**src/design/tce_pkg.sv**
```systemverilog
`timescale 1ns / 1ps
package tce_pkg;
  localparam int COLUMNS_DEF  = 80;
  localparam int ROWS_DEF     = 25;
  localparam int TAB_STEP_DEF = 4;
  localparam logic [7:0] ATTR_RESET = 8'h07;
  localparam logic [7:0] CH_BACKSPACE = 8'd8;
  localparam logic [7:0] CH_TAB = 8'd9;
  localparam logic [7:0] CH_NEWLINE = 8'd10;

  typedef enum logic [1:0] {
    CMD_PUT   = 2'd0,
    CMD_CLEAR = 2'd1,
    CMD_WRITE = 2'd2,
    CMD_READ  = 2'd3
  } cmd_t;

  typedef enum logic [1:0] {
    OP_NONE,
    OP_WRITE,
    OP_READ,
    OP_CLEAR
  } op_t;

  typedef struct packed {
    op_t         op;
    logic [7:0]  data;
    logic [11:0] addr;
    logic        keep_attr;
    logic        in_range;
    logic        scroll;
    logic [10:0] cursor;
  } job_t;

  typedef enum logic [2:0] {
    ST_IDLE,
    ST_RD,
    ST_RMW,
    ST_SCRL_RD,
    ST_SCRL_WR,
    ST_BLANK,
    ST_CLEAR,
    ST_DONE
  } back_state_t;
endpackage

```
**src/design/tce_queue.sv**
```systemverilog
`timescale 1ns / 1ps
module tce_queue (
  input  logic          clk,
  input  logic          rst,
  input  logic          wr_valid,
  output logic          wr_ready,
  input  tce_pkg::job_t wr_data,
  output logic          rd_valid,
  input  logic          rd_ready,
  output tce_pkg::job_t rd_data
);
  import tce_pkg::*;

  job_t slot [2];
  logic [1:0] count;
  logic wptr;
  logic rptr;

  assign wr_ready = count != 2'd2;
  assign rd_valid = count != 2'd0;
  assign rd_data = slot[rptr];

  always_ff @(posedge clk) begin
    if (wr_valid && wr_ready) slot[wptr] <= wr_data;
  end

  always_ff @(posedge clk) begin
    if (rst) begin
      count <= '0;
      wptr <= 1'b0;
      rptr <= 1'b0;
    end else begin
      if (wr_valid && wr_ready) wptr <= ~wptr;
      if (rd_valid && rd_ready) rptr <= ~rptr;
      count <= count + 2'(wr_valid && wr_ready) - 2'(rd_valid && rd_ready);
    end
  end
endmodule

```
**config.mk**
```make
export PLATFORM = sky130hd
export DESIGN_NAME = tce_queue
export DESIGN_NICKNAME = d
export VERILOG_FILES = /design/src/design/tce_pkg.sv /design/src/design/tce_queue.sv
export SDC_FILE = /design/constraint.sdc
export NUM_CORES = 1
export LEC_CHECK = 0
export ABC_AREA = 1
export BUFFER_PORTS_ARGS = -buffer_cell sky130_fd_sc_hd__clkbuf_2
export CORE_MARGIN = 2
export CORE_UTILIZATION = 56
export CTS_CLUSTER_DIAMETER = 150
export DETAILED_ROUTE_END_ITERATION = 6
export GPL_TIMING_DRIVEN = 1
export PLACE_DENSITY = 0.83
export SLEW_MARGIN = 20
export SYNTH_ARGS = -nofsm -noshare
export SYNTH_HDL_FRONTEND = slang
export SYNTH_SLANG_ARGS = --single-unit
```
**constraint.sdc**
```tcl
create_clock -name clk -period 4.2 [get_ports clk]
set_input_delay 0.63 -clock clk [delete_from_list [all_inputs] [get_ports clk]]
set_output_delay 0.63 -clock clk [all_outputs]
set_load 0.02 [all_outputs]
```
==> impl_metrics.tcl, run 1 <==
set metrics [dict create \
    wl_per_cell_um 14.5 \
    wirelength_um 4480 \
    crit_fanout 36 \
    antenna_left 0 \
    io_pins 78 \
    setup_viol 0 \
    comb_power_share_pct 27.1 \
    relSlewSlack_pct 32.7 \
    portBuffers 77 \
    syn_inst 149 \
    cp.depth 2 \
    clk_path_buf_depth 2 \
    cts_resized 0 \
    drive_gt1_share_pct 54.4 \
    die_y_um 77.1 \
    r2r-start "count[0]" \
    dieArea_sq_um 5950 \
    grt_pass1_vias 1542 \
    reg2reg_depth 4 \
    top_usage_layer "met2" \
    p_switching_uw 644 \
    critPathKind "flop to primary output" \
    dp_hpwl_um 2990 \
    leakagePower_nw 1.48 \
    cts_tree "yes" \
    dpl.cell_count 293 \
    rows 26 \
    cp_slowest_stage_delay_ps 750 \
    grt_max_degree 37 \
    worstSkewPairLatency_ps 330 \
    tightest_slew_ps 1010 \
    critPathTopFamily "flip-flops" \
    crit_path_start_kind "flop" \
    fin_tns_setup_ps 0 \
    holdBufCountCts 0 \
    arrival_ps 1670 \
    fin_cells 309 \
    rsz0062_at_grt "no" \
    cp.required_ps 3570 \
    cellPowerDensity_nw_per_um2 603 \
    reg2reg_to "slot[0][7]" \
    period_needed_ps 2300 \
    path_buf_inv 1 \
    use_met2_pct 26.7 \
    routabilityCongestion 0.734 \
    synth.largest_area_cell "edfxtp_1" \
    drtIter0Drc 84 \
    start_util_pct 58.3 \
    htree_num_levels 3 \
    path_clk_slew_ps 70 \
    grtUsageMet3_pct 6.12 \
    outcome "complete, no violations" \
    min_path_type "input port to flop" \
    grt_use_total_pct 16.1 \
    total_power_mw 2.18 \
    crit_slowest_cell "dfxtp_4" \
    die_w_um 77.1 \
    switching_share_pct 29.6 \
    hold_violations 0 \
    cts.sinks 77 \
    synth-seq-cells 77 \
    nets 276 \
    rrSetupSlack_ps 2370 \
    critPathCapture "rd_data[4]" \
    dr.pass1.iters 4 \
    finish.utilization_pct 70.2 \
    final_common_cell "clkbuf_2" \
    ir_worst_vdd_uv 527 \
    core_area_sq_um 5140 \
    numCtsBuffers 9 \
    antenna_found_initial 0 \
    synth.top_cell.area_share_pct 72.2 \
    syn_area_sq_um 3000 \
    grt_overflow_total 0 \
    ys_warn_count 0 \
    cp-end-kind "primary output" \
    synthTopCellsByArea "edfxtp_1, mux2_4, dfxtp_1, mux2_2, buf_12" \
    p_int_mw 1.53 \
    drc 0 \
    finalMaxSlewViolations 0 \
    viasPerCell 4.88 \
    vias 1508 \
    cap_violations 0 \
    cts_root_buf "clkbuf_8" \
    antenna_cells 0 \
    fin_crit_sh_pct 54.9 \
    most-common-layout-cells "clkbuf_2, edfxtp_1, mux2_4" \
    synthToLayoutAreaGrowth_pct 20.5 \
    grt_pass1_wl_um 7070 \
    syn_nets 191 \
    ys_types 12 \
    max_freq_ghz 0.434 \
    seqPwrFrac_pct 48.7 \
    syn_area_per_cell_sq_um 20.1 \
    post_cts_buffers 0 \
    ys_seq_area_share_pct 75.5 \
    pwr-share-clk_pct 24.2 \
    skew_ps 9.38 \
    worstPathCellList "mux2_2 -> clkbuf_2" \
    use_met1_pct 18.3 \
]
==> worst min-delay path by stage <==
stage          start  endpoint  slack [ps]  cells past startpoint
2_1_floorplan   rptr      flop         470                      2
3_3_place_gp    rptr      rptr         480                      2
3_5_place_dp    rptr      flop         490                      2
4_1_cts          rst  count[0]         450                      2
5_1_grt          rst  count[0]         450                      2
6_report         rst  count[0]         460                      2
==> state kept, by name, summed over array words and instances (netlist names), named ones only <==
name,count
rptr,1
slot,72
count,2
wptr,1
==> logic make-up (layout without fill, tap and decap cells) <==
kind of cell / count (synthesis) / in the layout / share of synthesized area [%]
AOI/OAI and AO/OA: 2 / 2 / 0.334
adders and majority gates: 2 / 2 / 0.835
buffers and inverters: 12 / 102 / 3.38
DFF: 77 / 77 / 75.5
muxes: 36 / 36 / 17.3
and+or+nand+nor: 20 / 20 / 2.63
==> cells in the mapped netlist <==
cell type and n:
dfxtp_1 5, buf_12 3, edfxtp_1 72, a21oi_1 2
mux2_2 6, inv_1 8, nand2_1 8, nand3_1 3
nor2_1 9, buf_6 1, mux2_4 30, ha_1 2
==> metrics by stage <==
stage / cell area (sq um) / hold WS (ps) / setup slack (ps)
after CTS: 3610 / 452 / 1510
after global routing: 3610 / 446 / 1800
after detailed placement: 3410 / 491 / 1880
after global placement: 3410 / 485 / 1900
final: 3610 / 462 / 1900
after floorplan: 3000 / 467 / 1540
==> metal layers <==
layer / part of all wire [%] / wire (um)
met5: 0 / 0
met4: 1.2 / 55
met3: 5.1 / 227
met1: 43 / 1930
met2: 51 / 2270
==> power groups by stage <==
stage	clock network, mW	logic, mW	registers, mW
2_1_floorplan	0	0.515	1.02
6_report	0.526	0.590	1.06
4_1_cts	0.536	0.605	1.06
3_5_place_dp	0	0.603	1.08
3_3_place_gp	0	0.592	1.07
5_1_grt	0.570	0.633	1.08
==> worst reg2reg max path, delay by kind of cell (launching register included) <==
| family | cells | cell delay, ps |
|---|---|---|
| buffers and inverters | 1 | 60 |
| AND/OR/NAND/NOR | 3 | 1010 |
| flip-flops | 1 | 360 |
==> cell type report <==
class	instances	area, sq um
clock buffer	11	141
clock inverter	5	51.3
sequential	77	2270
inverter	8	30.0
fill	369	1530
multi-input combinational	60	639
timing repair buffer	78	393
tap	70	87.6
(Power assumes the default switching activity.)
==> run 2: changes to the inputs <==
--- a/config.mk
+++ b/config.mk
@@ -5,14 +5,14 @@
 export SDC_FILE = /design/constraint.sdc
 export NUM_CORES = 1
 export LEC_CHECK = 0
-export ABC_AREA = 1
+export ABC_AREA = 0
 export BUFFER_PORTS_ARGS = -buffer_cell sky130_fd_sc_hd__clkbuf_2
 export CORE_MARGIN = 2
-export CORE_UTILIZATION = 56
+export CORE_UTILIZATION = 47
 export CTS_CLUSTER_DIAMETER = 150
 export DETAILED_ROUTE_END_ITERATION = 6
 export GPL_TIMING_DRIVEN = 1
-export PLACE_DENSITY = 0.83
+export PLACE_DENSITY = 0.74
 export SLEW_MARGIN = 20
 export SYNTH_ARGS = -nofsm -noshare
 export SYNTH_HDL_FRONTEND = slang
==> constraint.sdc (replaced) <==
create_clock -name clk -period 2.09 [get_ports clk]
set_input_delay 0.3135 -clock clk [delete_from_list [all_inputs] [get_ports clk]]
set_output_delay 0.3135 -clock clk [all_outputs]
set_load 0.02 [all_outputs]
==> impl_metrics.tcl, run 2 <==
set metrics [dict create \
    dpl.cell_count 292 \
    synth.largest_area_cell "edfxtp_1" \
    numCtsBuffers 9 \
    largest_register_ffs 72 \
    switching_share_pct 29.1 \
    cellPowerDensity_nw_per_um2 1210 \
    grt_pass1_vias 1538 \
    dp_slack_ps 497 \
    cts_resized 0 \
    worstPathCellList "buf_12 -> mux2_4 -> clkbuf_2" \
    fin_tns_setup_ps 0 \
    antenna_found_initial 0 \
    async_flop_share_pct 0 \
    max_freq_ghz 0.524 \
    critPathKind "flop to primary output" \
    most-common-layout-cells "clkbuf_2, edfxtp_1, mux2_4" \
    pwr-share-clk_pct 24.0 \
    antenna_cells 0 \
    total_power_mw 4.46 \
    post_cts_buffers 0 \
    holdBufCountCts 0 \
    syn_area_sq_um 2990 \
    wl_met2_um 2440 \
    period_needed_ps 1910 \
    ys_types 17 \
    cp.required_ps 1780 \
    core_area_sq_um 6240 \
    cap_violations 0 \
    cts_root_buf "clkbuf_8" \
    vias 1459 \
    nets 268 \
    synth-seq-cells 77 \
    rows 29 \
    viasPerCell 4.74 \
    cp_slowest_stage_delay_ps 560 \
    cts_tree "yes" \
    p_switching_mw 1.30 \
    setup_viol 0 \
    io_pins 78 \
    synthTopCellsByArea "edfxtp_1, mux2_4, dfxtp_1, mux2_2, buf_12" \
    start_util_pct 47.9 \
    fin_crit_sh_pct 91.3 \
    htree_num_levels 3 \
    min_path_type "input port to flop" \
    path_clk_slew_ps 80 \
    grt_max_degree 22 \
    die_w_um 83.8 \
    synth_common_cells "edfxtp_1, mux2_4, mux2_2" \
    finish.utilization_pct 58.9 \
    cp-end-kind "primary output" \
    crit_fanout 16 \
    finalWorstSetupSlack_ps 182 \
    met3_length_um 206 \
    synthFlopType "edfxtp_1" \
    cts.sinks 77 \
    synthToLayoutAreaGrowth_pct 22.9 \
    drtIter0Drc 65 \
    fin_cells 308 \
    stdcell_area_sq_um 3670 \
    hold_violations 0 \
    outcome "complete, no violations" \
    ys_warn_count 0 \
    arrival_ps 1590 \
    tightest_slew_ps 372 \
    ys_seq_area_share_pct 75.7 \
    dr.pass1.iters 4 \
    ir_worst_vdd_uv 659 \
    placed_area_sq_um 3480 \
    syn_nets 178 \
    p_int_mw 3.16 \
    antenna_left 0 \
    reg_top3 "slot (72), count (2)" \
    syn_inst 136 \
    relSlewSlack_pct 75.2 \
    grt_overflow_total 0 \
    drive_gt1_share_pct 61.0 \
    wl_per_cell_um 15.1 \
    hold_ws_ps 169 \
    synth.top_cell.area_share_pct 72.3 \
    portBuffers 77 \
    path_buf_inv 2 \
    dp_hpwl_um 3310 \
    crit_path_start_kind "flop" \
    largest_register "slot" \
    syn_area_per_cell_sq_um 22.0 \
    crit_slowest_cell "dfxtp_2" \
    grt_pass1_wl_um 7420 \
    skew_ps 5.43 \
    dieArea_sq_um 7010 \
    drc 0 \
    finalMaxSlewViolations 0 \
    comb_power_share_pct 30.1 \
    critPathTopFamily "flip-flops" \
    routabilityCongestion 0.699 \
    seqPwrFrac_pct 45.9 \
    die_y_um 83.8 \
    worstSkewPairLatency_ps 330 \
    drt-met1-wl_um 1930 \
    leakagePower_nw 1.48 \
    rsz0062_at_grt "no" \
    grt_use_total_pct 14.2 \
    dr.max_layer_used "met4" \
    clk_path_buf_depth 2 \
    yosysMostFrequentCell "edfxtp_1" \
    synth_edf_count 72 \
    wirelength_um 4640 \
    final_common_cell "clkbuf_2" \
]
-- run 2: cell count changes in the layout (fill, tap and decap cells not counted), moves of 3 or more --
| cell | previous run | this run |
|---|---|---|
| inv_1 | 8 | 1 |
| nor2_1 | 8 | 4 |
| buf_4 | 1 | 4 |
| nand2_1 | 8 | 0 |
| nand3_1 | 3 | 0 |
-- run 2: cells by family after synthesis --
| kind of cell | count (synthesis) | synth area share [%] |
|---|---|---|
| buffers and inverters | 5 | 2.51 |
| multiplexers | 37 | 17.8 |
| flip-flops | 77 | 75.7 |
| AND/OR/NAND/NOR | 11 | 1.97 |
| adder cells (fa/ha/maj) | 2 | 0.837 |
| AO/OA/AOI/OAI | 1 | 0.293 |
| XOR/XNOR | 3 | 0.879 |
-- run 2: power groups by stage --
stage                     logic, mW  registers, mW  clock network, mW
after floorplan                1.07           2.03                  0
after global placement         1.35           2.07                  0
after detailed placement       1.36           2.09                  0
after CTS                      1.36           2.05               1.11
after global routing           1.43           2.07               1.17
final                          1.34           2.04               1.07
-- run 2: final cells by class --
cell class,instances,area (sq um)
Clock buffer,12,145
Clock inverter,4,48.8
Fill cell,486,2570
Inverter,1,3.75
Multi-Input combinational cell,54,661
Sequential cell,77,2260
Tap cell,77,96.3
Timing Repair Buffer,83,455
-- run 2: final timing paths --
| check | startpoint | endpoint | slack (ps) | depth (start not counted) |
|---|---|---|---|---|
| worst max-delay path | flop | rd_data[33] | 180 | 3 |
| worst min register to register | rptr | flop | 520 | 2 |
| worst min-delay path | wr_data[12] | slot[0][12] | 170 | 1 |
| worst max register to register | count[0] | count[1] | 510 | 8 |
-- run 2: metal layers --
metal,up-vias,global-route usage (%)
li1,703,-
met5,-,0
met4,0,6.16
met3,6,5.04
met2,42,24.0
met1,708,16.3
