===== src/design/tce_pkg.sv =====
`timescale 1ns / 1ps
package tce_pkg;
  localparam int COLUMNS_DEF  = 80;
  localparam int ROWS_DEF     = 25;
  localparam int TAB_STEP_DEF = 4;
  localparam logic [7:0] ATTR_RESET = 8'h07;
  localparam logic [7:0] CH_BACKSPACE = 8'd8;
  localparam logic [7:0] CH_TAB = 8'd9;
  localparam logic [7:0] CH_NEWLINE = 8'd10;

  typedef enum logic [1:0] {
    CMD_PUT   = 2'd0,
    CMD_CLEAR = 2'd1,
    CMD_WRITE = 2'd2,
    CMD_READ  = 2'd3
  } cmd_t;

  typedef enum logic [1:0] {
    OP_NONE,
    OP_WRITE,
    OP_READ,
    OP_CLEAR
  } op_t;

  typedef struct packed {
    op_t         op;
    logic [7:0]  data;
    logic [11:0] addr;
    logic        keep_attr;
    logic        in_range;
    logic        scroll;
    logic [10:0] cursor;
  } job_t;

  typedef enum logic [2:0] {
    ST_IDLE,
    ST_RD,
    ST_RMW,
    ST_SCRL_RD,
    ST_SCRL_WR,
    ST_BLANK,
    ST_CLEAR,
    ST_DONE
  } back_state_t;
endpackage


===== src/design/tce_front.sv =====
`timescale 1ns / 1ps
module tce_front #(
  parameter int COLUMNS  = tce_pkg::COLUMNS_DEF,
  parameter int ROWS     = tce_pkg::ROWS_DEF,
  parameter int TAB_STEP = tce_pkg::TAB_STEP_DEF
) (
  input  logic          clk,
  input  logic          rst,
  input  logic          in_valid,
  output logic          in_ready,
  input  logic [1:0]    command,
  input  logic [7:0]    char_code,
  input  logic [6:0]    column,
  input  logic [4:0]    row,
  output logic          job_valid,
  input  logic          job_ready,
  output tce_pkg::job_t job
);
  import tce_pkg::*;

  localparam int CW = $clog2(COLUMNS + TAB_STEP + 1);

  logic [6:0] cursor_col;
  logic [4:0] cursor_row;
  logic [6:0] col_next;
  logic [4:0] row_next;
  logic [CW-1:0] ccol;
  logic [5:0] crow;
  logic [11:0] cur_idx;
  job_t j;

  assign in_ready = job_ready;
  assign job_valid = in_valid;
  assign job = j;
  assign cur_idx = 12'(cursor_row) * 12'(COLUMNS) + 12'(cursor_col);

  always_comb begin
    j = '0;
    j.op = OP_NONE;
    ccol = CW'(cursor_col);
    crow = 6'(cursor_row);
    j.addr = cur_idx;
    j.in_range = 1'b1;
    col_next = cursor_col;
    row_next = cursor_row;
    case (cmd_t'(command))
      CMD_PUT: begin
        if (char_code == CH_BACKSPACE) begin
          if (cursor_col != 7'd0) begin
            ccol = CW'(cursor_col - 7'd1);
            j.addr = cur_idx - 12'd1;
            j.op = OP_WRITE;
            j.keep_attr = 1'b1;
          end
        end else if (char_code == CH_NEWLINE) begin
          crow = crow + 6'd1;
          ccol = '0;
        end else if (char_code == CH_TAB) begin
          ccol = ccol + CW'(TAB_STEP);
        end else begin
          j.op = OP_WRITE;
          j.data = char_code;
          ccol = ccol + CW'(1);
        end
        // column carry: a tab step can pass at most two row widths
        if (32'(ccol) >= 2 * COLUMNS) begin
          ccol = ccol - CW'(2 * COLUMNS);
          crow = crow + 6'd2;
        end else if (32'(ccol) >= COLUMNS) begin
          ccol = ccol - CW'(COLUMNS);
          crow = crow + 6'd1;
        end
        if (crow > 6'(ROWS - 1)) crow = 6'(ROWS - 1);
        if (crow >= 6'(ROWS - 1)) begin
          j.scroll = 1'b1;
          crow = crow - 6'd1;
        end
        col_next = 7'(ccol);
        row_next = 5'(crow);
      end
      CMD_CLEAR: begin
        j.op = OP_CLEAR;
        col_next = '0;
        row_next = '0;
      end
      CMD_WRITE: begin
        j.op = OP_WRITE;
        j.data = char_code;
        j.in_range = (32'(column) < COLUMNS) && (32'(row) < ROWS);
        j.addr = 12'(row) * 12'(COLUMNS) + 12'(column);
      end
      default: begin
        j.op = OP_READ;
        j.in_range = (32'(column) < COLUMNS) && (32'(row) < ROWS);
        j.addr = 12'(row) * 12'(COLUMNS) + 12'(column);
      end
    endcase
    if (!j.in_range) j.op = (cmd_t'(command) == CMD_READ) ? OP_READ : OP_NONE;
    j.cursor = 11'(12'(row_next) * 12'(COLUMNS) + 12'(col_next));
  end

  always_ff @(posedge clk) begin
    if (rst) begin
      cursor_col <= '0;
      cursor_row <= '0;
    end else if (in_valid && in_ready) begin
      cursor_col <= col_next;
      cursor_row <= row_next;
    end
  end
endmodule


===== config.mk =====
export PLATFORM = sky130hd
export DESIGN_NAME = tce_front
export DESIGN_NICKNAME = d
export VERILOG_FILES = /design/src/design/tce_pkg.sv /design/src/design/tce_front.sv
export SDC_FILE = /design/constraint.sdc
export NUM_CORES = 1
export LEC_CHECK = 0
export BUFFER_PORTS_ARGS = -buffer_cell sky130_fd_sc_hd__buf_2
export CORE_MARGIN = 2
export CORE_UTILIZATION = 54
export CTS_CLUSTER_SIZE = 12
export DETAILED_ROUTE_END_ITERATION = 7
export GPL_TIMING_DRIVEN = 0
export PLACE_DENSITY = 0.78
export SLEW_MARGIN = 20
export SYNTH_ARGS = -nofsm -noshare
export SYNTH_HDL_FRONTEND = slang
export SYNTH_SLANG_ARGS = --single-unit

===== constraint.sdc =====
create_clock -name clk -period 11.6 [get_ports clk]
set_input_delay 2.32 -clock clk [delete_from_list [all_inputs] [get_ports clk]]
set_output_delay 2.32 -clock clk [all_outputs]
set_load 0.1 [all_outputs]

==> results of run 1 <==
-- area by class of cell --
class | instances | share of cell area [%]
buffer | 27 | 3.59
tap | 75 | 2.43
inverter | 32 | 3.11
multi-input combinational | 376 | 74.3
clock buffer | 4 | 1.42
timing repair buffer | 65 | 8.93
sequential | 12 | 6.21
-- where the power goes --
part / internal, mW / total (mW) / switching, mW
sequential: 0.0426 / 0.0450 / 0.00241
clock: 0.0302 / 0.0498 / 0.0196
combinational: 0.0439 / 0.183 / 0.139
-- layout by cell type, fill, tap and decap left out, drive strengths merged, types with 5 or more instances in the layout --
cell type / instances
o211ai: 5
nor2: 29
inv: 32
nor2b: 10
nand2: 48
nor3: 8
a21o: 11
ha: 43
xnor2: 20
a211oi: 7
a22oi: 5
nor4: 8
xor2: 19
buf: 77
dfxtp: 12
and2: 7
or3: 5
nand3b: 5
o21ai: 31
nand3: 10
fa: 6
a21oi: 28
clkbuf: 19
-- sequential cells by signal, summed over array words and instances (netlist names) --
name        count
cursor_col      7
cursor_row      5
-- critical path, delay by kind of cell --
kind	cells	cell delay, ns
compound gates	10	1.91
mux	1	0.26
xor+xnor	1	0.21
simple gates	6	2.26
fa+ha+maj	5	1.33
buf+inv	6	0.69
-- what timing repair did --
| action | in CTS | in global routing |
|---|---|---|
| pin swaps | 0 | 5 |
| resized for setup | 3 | 17 |
| buffers inserted | 0 | 2 |
| endpoints found under the setup margin | 1 | 1 |
-- metal layers --
metal  GRT usage (%)  up-vias  part of all wire [%]
li1                -     1745                     -
met1            37.4     1599                    44
met2            46.9      144                    47
met3            1.54       19                   6.5
met4            9.50        0                   1.9
met5               0        -                     0
-- cells by family after synthesis --
family | synth area share, %
AO/OA/AOI/OAI | 27.2
flip-flops | 7.30
multiplexers | 1.45
buffers and inverters | 7.84
AND/OR/NAND/NOR | 25.8
adder cells (fa/ha/maj) | 20.0
XOR/XNOR | 10.4
-- how the worst max path moves through the flow --
stage | endpoint | depth (start not counted) | start
2_1_floorplan | job[10] | 27 | char_code[4]
3_5_place_dp | job[10] | 27 | char_code[4]
6_report | job[10] | 29 | char_code[4]
5_1_grt | job[10] | 29 | char_code[4]
4_1_cts | job[10] | 27 | char_code[4]
3_3_place_gp | job[10] | 27 | char_code[4]
-- metrics by stage --
stage | hold WS (ns) | setup TNS (ns) | instance area [sq um] | setup slack, ns | utilization (%)
floorplan | 0.499 | 0 | 3300 | 0.129 | -
global placement | 0.551 | -0.300 | 3710 | -0.300 | 62.6
detailed placement | 0.558 | -0.333 | 3710 | -0.333 | 62.6
CTS | 0.566 | 0 | 3770 | 0.0213 | 63.7
global route | 0.641 | -0.0595 | 3870 | -0.0595 | 65.3
finish | 0.589 | 0 | 3870 | 0.310 | 65.3
==> run_results.csv, run 1 <==
group,metric,value,unit
hold_path,min_path_cells,2,
layout,layout.cells.non_filler,591,
floorplanning,die-area,6730,sq um
layout,multi_input_area,2870,sq um
floorplanning,ios,64,
worst_setup_path,worstPathRequired,9.28,ns
logic_synthesis,yosysMostFrequentCell,"nand2_1",
timing,min_period,11.29,ns
floorplanning,start_util,55.6,%
detailed_routing,vias_per_cell,5.93,
hold_path,hold_start,"cursor_col[3]",
logic_synthesis,synthArstFlopShare,0,%
logic_synthesis,ys.warnings.count,0,
global_route,grt_start_max_net_pins,11,
detailed_routing,drt-initial-drc-count,286,
run,maxCapViolCount,0,
logic_synthesis,syn-instance-count,447,
detailed_routing,first_pass_iters,6,
timing,setup_viol,0,
placement,port_buffers,63,
layout,area_delta_synth_final,17.6,%
clock_network,cts_tree,"done",
logic_synthesis,synth_top_cell_by_area,"ha_1",
worst_setup_path,crit_path_start_kind,"input pin",
timing,fmax,88.6,MHz
clock_network,cts_buffers,3,
layout,fin_nets,592,
layout,fillers,542,
worst_setup_path,worstPathMaxFanout,10,
global_route,grt_pass1_vias,3209,
worst_setup_path,worstReg2RegStart,"cursor_col[2]",
worst_setup_path,reg2reg_setup_slack,6.71,ns
detailed_routing,antenna_left,0,
logic_synthesis,ys_types,75,
placement,place_inst,585,
worst_setup_path,crit_type,"in -> out",
logic_synthesis,synth_top_area_share,16.4,%
layout,diodes,0,
logic_synthesis,synth_top_cells_by_count,"48 x nand2_1, 43 x ha_1, 32 x inv_1",
logic_synthesis,syn_nets,522,
clock_network,hold_buffers,0,
logic_synthesis,synth.avg_cell_area,7.36,sq um
clock_network,clkTransAtPathRegs,0.06,ns
global_route,grt_pass1_wl,14800,um
hold_path,hold_path.class,"reg -> reg",
floorplanning,die_h,82.1,um
worst_setup_path,max_stage_delay,0.59,ns
floorplanning,fp-row-count,28,
clock_network,htreeDepth,1,
timing,drv_slew,0,
logic_synthesis,seq_area_frac_synth,7.30,%
floorplanning,core_area,5920,sq um
timing,period_share,97.3,%
timing,tightest_slew,0.780,ns
power,power,0.278,mW
detailed_routing,routed_wl,9290,um
clock_network,cts_buffer_depth,2,
timing,clock_skew,0.00340,ns
worst_setup_path,end_kind,"output port",
run_status,status,"complete, no violations",
detailed_routing,dr_total_vias,3507,
clock_network,insertion_delay,0.25,ns
logic_synthesis,syn-cell-area,3290,sq um
timing,final_hold_viol_count,0,
power,peakVddDrop,0.0866,mV
power,power_density,71.9,nW/um^2
global_route,grt_overflow_total,0,
hold_path,holdPathEnd,"cursor_col[3]",
detailed_routing,drc,0,
logic_synthesis,synthFlopType,"dfxtp_1",
floorplanning,dieWidth,82.1,um
timing,slew_headroom,47.5,%
logic_synthesis,synth_area_leaders,"ha_1 16%, dfxtp_1 7.3%, nand2_1 5.5%, xnor2_1 5.3%, xor2_1 5.1%",
worst_setup_path,reg2regPathDepth,20,
clock_network,ctsRootBufferMaster,"clkbuf_8",
placement,globalplace.congestion,0.904,
global_route,grt_usage,27.7,%
power,leakage,1.79,nW
logic_synthesis,synth_edf_count,0,
worst_setup_path,cp.arrival,8.97,ns
layout,drive_gt1_share,21.1,%
layout,regArea,240,sq um
worst_setup_path,rr_endpoint,"cursor_row[1]",
clock_network,cts_sinks,12,
detailed_routing,wire_per_inst,15.7,um
logic_synthesis,ys_ff_latch,12,
worst_setup_path,slowest_stage,"or4b_2",
placement,place_hpwl,7240,um
global_route,antenna_found_initial,0,
No activity file was read; power rests on OpenSTA's default activity.
==> run 2: changes to the inputs <==
- CTS_BUF_LIST: not set -> sky130_fd_sc_hd__clkbuf_8
- GPL_ROUTABILITY_DRIVEN: not set -> 0
==> run_results.csv, run 2 (same netlist as run 1, synthesis figures left out) <==
group,metric,value,unit
layout,final_core_util,65.6,%
clock_network,cts_sinks,12,
layout,finalInstanceArea,3890,sq um
global_route,grt_usage,28.2,%
floorplanning,die-area,6730,sq um
clock_network,cts_buffer_depth,2,
floorplanning,die_h,82.1,um
power,peakVddDrop,0.0688,mV
power,leakage,1.81,nW
power,pwr-share-comb,66.1,%
worst_setup_path,worstReg2RegStart,"cursor_col[2]",
layout,diodes,0,
detailed_routing,dr_total_vias,3654,
worst_setup_path,cp.arrival,8.93,ns
detailed_routing,antenna_left,0,
timing,final_hold_viol_count,0,
timing,period_share,97.0,%
power,seq_power_share,16.2,%
layout,final_common_cell,"buf_2",
global_route,grt_util_met1,36.7,%
global_route,grt_start_max_net_pins,11,
clock_network,hold_buffers,0,
clock_network,insertion_delay,0.25,ns
hold_path,hold_path.class,"reg -> reg",
run_status,status,"complete, no violations",
layout,mostFrequentLayoutCells,"64 x buf_2, 48 x nand2_1, 43 x ha_1, 32 x inv_1",
worst_setup_path,end_kind,"output port",
clock_network,cts_tree,"done",
global_route,grt_pass1_wl,15000,um
placement,port_buffers,63,
timing,clock_skew,0.00165,ns
clock_network,htreeDepth,1,
layout,regMostFlops,"cursor_col",
power,switching_share,57.9,%
layout,reg_top3,"cursor_col: 7 flops, cursor_row: 5 flops",
timing,whs,0.583,ns
floorplanning,ios,64,
worst_setup_path,crit_type,"in -> out",
floorplanning,start_util,55.6,%
timing,fmax,88.9,MHz
timing,setup_viol,0,
layout,area_delta_synth_final,18.1,%
clock_network,ctsRootBufferMaster,"clkbuf_8",
timing,tightest_slew,0.733,ns
hold_path,hold_start,"cursor_col[3]",
worst_setup_path,worstPathRequired,9.28,ns
timing,slew_headroom,50.7,%
worst_setup_path,crit_path_start_kind,"input pin",
worst_setup_path,worstPathMaxFanout,10,
global_route,grtUsageMet3,2.20,%
placement,place_hpwl,7230,um
clock_network,clkTransAtPathRegs,0.06,ns
timing,drv_slew,0,
global_route,busiest_layer,"met2",
global_route,use_met2,49.0,%
floorplanning,core_area,5920,sq um
clock_network,cts_buffers,3,
power,p_sw,0.161,mW
layout,fin_nets,595,
floorplanning,fp-row-count,28,
floorplanning,dieWidth,82.1,um
layout,fillers,543,
detailed_routing,routed_wl,9380,um
power,cellInternalPower,0.117,mW
power,power_density,71.5,nW/um^2
global_route,antenna_found_initial,0,
detailed_routing,wire_per_inst,15.8,um
detailed_routing,first_pass_iters,5,
global_route,grt_overflow_total,0,
detailed_routing,drt-initial-drc-count,216,
detailed_routing,drc,0,
worst_setup_path,cp-startpoint,"char_code[2]",
power,p_clk_share,17.7,%
global_route,grt_pass1_vias,3268,
timing,min_period,11.25,ns
layout,drive_gt1_share,21.8,%
run,maxCapViolCount,0,
layout,largest_reg_flops,7,
placement,place_area,3710,sq um
detailed_routing,vias_per_cell,6.15,
timing,fin_tns_setup,0,ns
==> run 2: cell types whose count changed in the layout (fill, tap and decap cells not counted), sizes merged <==
cell and change:
buf +3
==> run 2: worst max-delay path, cell delays in order <==
cell	delay, ns
buf_2	0.13
or4b_1	0.62
a211o_1	0.41
o21ai_0	0.25
o22ai_2	0.17
inv_1	0.09
ha_1	0.16
o21ai_1	0.06
or4b_4	0.51
o31a_4	0.34
a21oi_4	0.20
o211ai_2	0.10
buf_4	0.18
nand2b_1	0.18
ha_1	0.31
inv_1	0.04
mux2_4	0.26
a22o_1	0.21
ha_1	0.28
ha_1	0.17
inv_1	0.06
fa_1	0.40
or2_2	0.30
o21ai_0	0.08
or4b_2	0.61
o21ai_2	0.10
xor2_2	0.20
buf_12	0.20
==> run 2: worst paths after layout <==
kind | to | slack, ns | depth (start not counted)
setup / recovery | job[10] | 0.35 | 28
hold / removal | cursor_col[3] | 0.58 | 2
setup reg to reg | cursor_row[1] | 6.62 | 20
hold reg to reg | cursor_col[3] | 0.58 | 2
==> run 2: layout make-up <==
class | count | area (sq um) | share of cell area [%]
clock buffer | 4 | 55.1 | 1.42
timing repair buffer | 68 | 368 | 9.47
inverter | 32 | 120 | 3.09
tap | 75 | 93.8 | 2.41
sequential | 12 | 240 | 6.18
buffer | 27 | 139 | 3.57
multi-input combinational | 376 | 2870 | 73.9
==> run 2: timing repair <==
| action | 4_1_cts | 5_1_grt |
|---|---|---|
| resized for setup | 3 | 16 |
| setup buffers | 0 | 5 |
| setup endpoints to repair | 1 | 1 |
| pin swaps | 0 | 5 |
==> run 2: metal layers <==
| metal | part of all wire, % | vias up |
|---|---|---|
| li1 | - | 1752 |
| met1 | 44 | 1698 |
| met2 | 47 | 178 |
| met3 | 7.1 | 26 |
| met4 | 2.1 | 0 |
| met5 | 0 | - |
==> run 2: power by group through the flow <==
stage / Combinational [mW] / Clock, mW / Sequential (mW)
2_1_floorplan: 0.148 / 0 / 0.0451
3_3_place_gp: 0.177 / 0 / 0.0457
3_5_place_dp: 0.179 / 0 / 0.0459
4_1_cts: 0.180 / 0.0494 / 0.0449
5_1_grt: 0.195 / 0.0513 / 0.0452
6_report: 0.184 / 0.0492 / 0.0449
==> run 2: stage by stage <==
stage	setup slack [ns]	cells	power, mW
floorplan	0.129	447	0.193
global placement	-0.265	585	0.223
detailed placement	-0.346	585	0.225
CTS	0.0233	589	0.274
global route	-0.00561	594	0.292
finish	0.350	594	0.278
==> run 3: changes to the inputs <==
- GPL_TIMING_DRIVEN: 0 -> not set
==> run_results.csv, run 3 (same netlist as run 1, synthesis figures left out) <==
group,metric,value,unit
run_status,status,"complete, no violations",
layout,fillers,541,
detailed_routing,wl_met2,4470,um
layout,diodes,0,
layout,drive_gt1_share,19.9,%
detailed_routing,first_pass_iters,5,
worst_setup_path,crit_family,"simple AND/OR/NAND/NOR gates",
timing,setup_viol,0,
layout,fin_nets,569,
global_route,grt_overflow_total,0,
timing,clock_skew,0.00306,ns
power,peakVddDrop,0.0723,mV
worst_setup_path,slowest_stage,"or4_4",
clock_network,clkTransAtPathRegs,0.07,ns
timing,period_share,96.7,%
timing,fin_tns_setup,0,ns
clock_network,insertion_delay,0.25,ns
clock_network,htreeDepth,1,
detailed_routing,top_layer_used,"met4",
global_route,antenna_found_initial,0,
timing,drv_slew,0,
detailed_routing,drt-initial-drc-count,242,
floorplanning,fp-row-count,28,
global_route,grt_pass1_wl,14800,um
layout,largest_reg_flops,7,
clock_network,cts_buffer_depth,2,
detailed_routing,drc,0,
detailed_routing,antenna_left,0,
run,maxCapViolCount,0,
timing,fmax,89.2,MHz
detailed_routing,vias_per_cell,6.19,
layout,mostFrequentLayoutCells,"62 x buf_2, 48 x nand2_1, 43 x ha_1, 32 x inv_1",
layout,reg_top3,"cursor_col: 7 flops, cursor_row: 5 flops",
worst_setup_path,crit_top_cell,"ha_1",
clock_network,cts_buffers,3,
worst_setup_path,worstPathBufferInverterCount,5,
floorplanning,die_h,82.1,um
power,leakage,1.73,nW
clock_network,cts_sinks,12,
worst_setup_path,max_stage_delay,0.65,ns
worst_setup_path,end_kind,"output port",
detailed_routing,wire_per_inst,16.2,um
hold_path,hold_path.class,"reg -> reg",
floorplanning,ios,64,
detailed_routing,dr_total_vias,3518,
layout,final_common_cell,"buf_2",
clock_network,ctsRootBufferMaster,"clkbuf_8",
worst_setup_path,worstPathMaxFanout,12,
worst_setup_path,crit_path_start_kind,"input pin",
layout,area_delta_synth_final,13.2,%
floorplanning,start_util,55.6,%
floorplanning,core_area,5920,sq um
detailed_routing,dr_wl_met3,626,um
clock_network,hold_buffers,0,
global_route,grt_usage,27.4,%
floorplanning,dieWidth,82.1,um
placement,place_hpwl,7120,um
power,power_density,73.8,nW/um^2
timing,min_period,11.22,ns
worst_setup_path,cp.arrival,8.90,ns
global_route,grt_start_max_net_pins,25,
layout,final_core_util,62.9,%
placement,port_buffers,63,
timing,rsz0062_at_grt,"no",
detailed_routing,routed_wl,9200,um
worst_setup_path,crit_type,"in -> out",
global_route,grt_pass1_vias,3227,
worst_setup_path,worstPathRequired,9.28,ns
timing,final_hold_viol_count,0,
clock_network,cts_tree,"done",
detailed_routing,wl_met1,3940,um
floorplanning,die-area,6730,sq um
timing,slew_headroom,54.1,%
layout,regMostFlops,"cursor_col",
timing,tightest_slew,0.688,ns
## run 3: cell types whose count changed in the layout (fill, tap and decap cells not counted), sizes merged
cell,change
clkbuf,-15
buf,-11
## run 3: layer usage
| layer | global-route usage [%] | up-vias |
|---|---|---|
| li1 | - | 1705 |
| met1 | 34.5 | 1628 |
| met2 | 49.7 | 164 |
| met3 | 2.42 | 21 |
| met4 | 7.33 | 0 |
| met5 | 0 | - |
## run 3: worst paths after layout
| check | from | endpoint | slack [ns] | cells past startpoint |
|---|---|---|---|---|
| worst min register to register | cursor_col[3] | cursor_col[3] | 0.58 | 2 |
| worst min-delay path | cursor_col[3] | cursor_col[3] | 0.58 | 2 |
| worst max register to register | cursor_col[2] | cursor_row[1] | 6.91 | 19 |
| worst max-delay path | char_code[7] | job[10] | 0.38 | 28 |
## run 3: area by class of cell
class | count | area, sq um | share of cell area (%)
multi-input combinational | 376 | 2840 | 76.3
timing repair buffer | 69 | 375 | 10.1
sequential | 12 | 240 | 6.45
inverter | 32 | 120 | 3.22
tap | 75 | 93.8 | 2.52
clock buffer | 4 | 55.1 | 1.48
## run 3: power by group
group	switching (mW)	internal (mW)
Sequential	0.00421	0.0425
Clock	0.0196	0.0301
Combinational	0.137	0.0418
## run 3: tightest hold or removal path: stages (launching register included)
cell and delay (ns):
dfxtp_1 0.38, nand2_1 0.09, a21oi_1 0.06
## run 3: stage by stage
| stage | total power, mW | cells | worst slack, ns | area (sq um) | hold slack (ns) |
|---|---|---|---|---|---|
| 2_1_floorplan | 0.193 | 447 | 0.129 | 3300 | 0.499 |
| 3_3_place_gp | 0.220 | 563 | 0.551 | 3620 | 0.556 |
| 3_5_place_dp | 0.223 | 563 | 0.285 | 3620 | 0.551 |
| 4_1_cts | 0.272 | 567 | 0.275 | 3680 | 0.561 |
| 5_1_grt | 0.288 | 568 | 0.000734 | 3720 | 0.601 |
| 6_report | 0.275 | 568 | 0.384 | 3720 | 0.577 |
## run 3: what timing repair did
item                                    4_1_cts  5_1_grt
gates resized for setup                       0        7
setup buffers                                 0        1
endpoints found under the setup margin        0        1
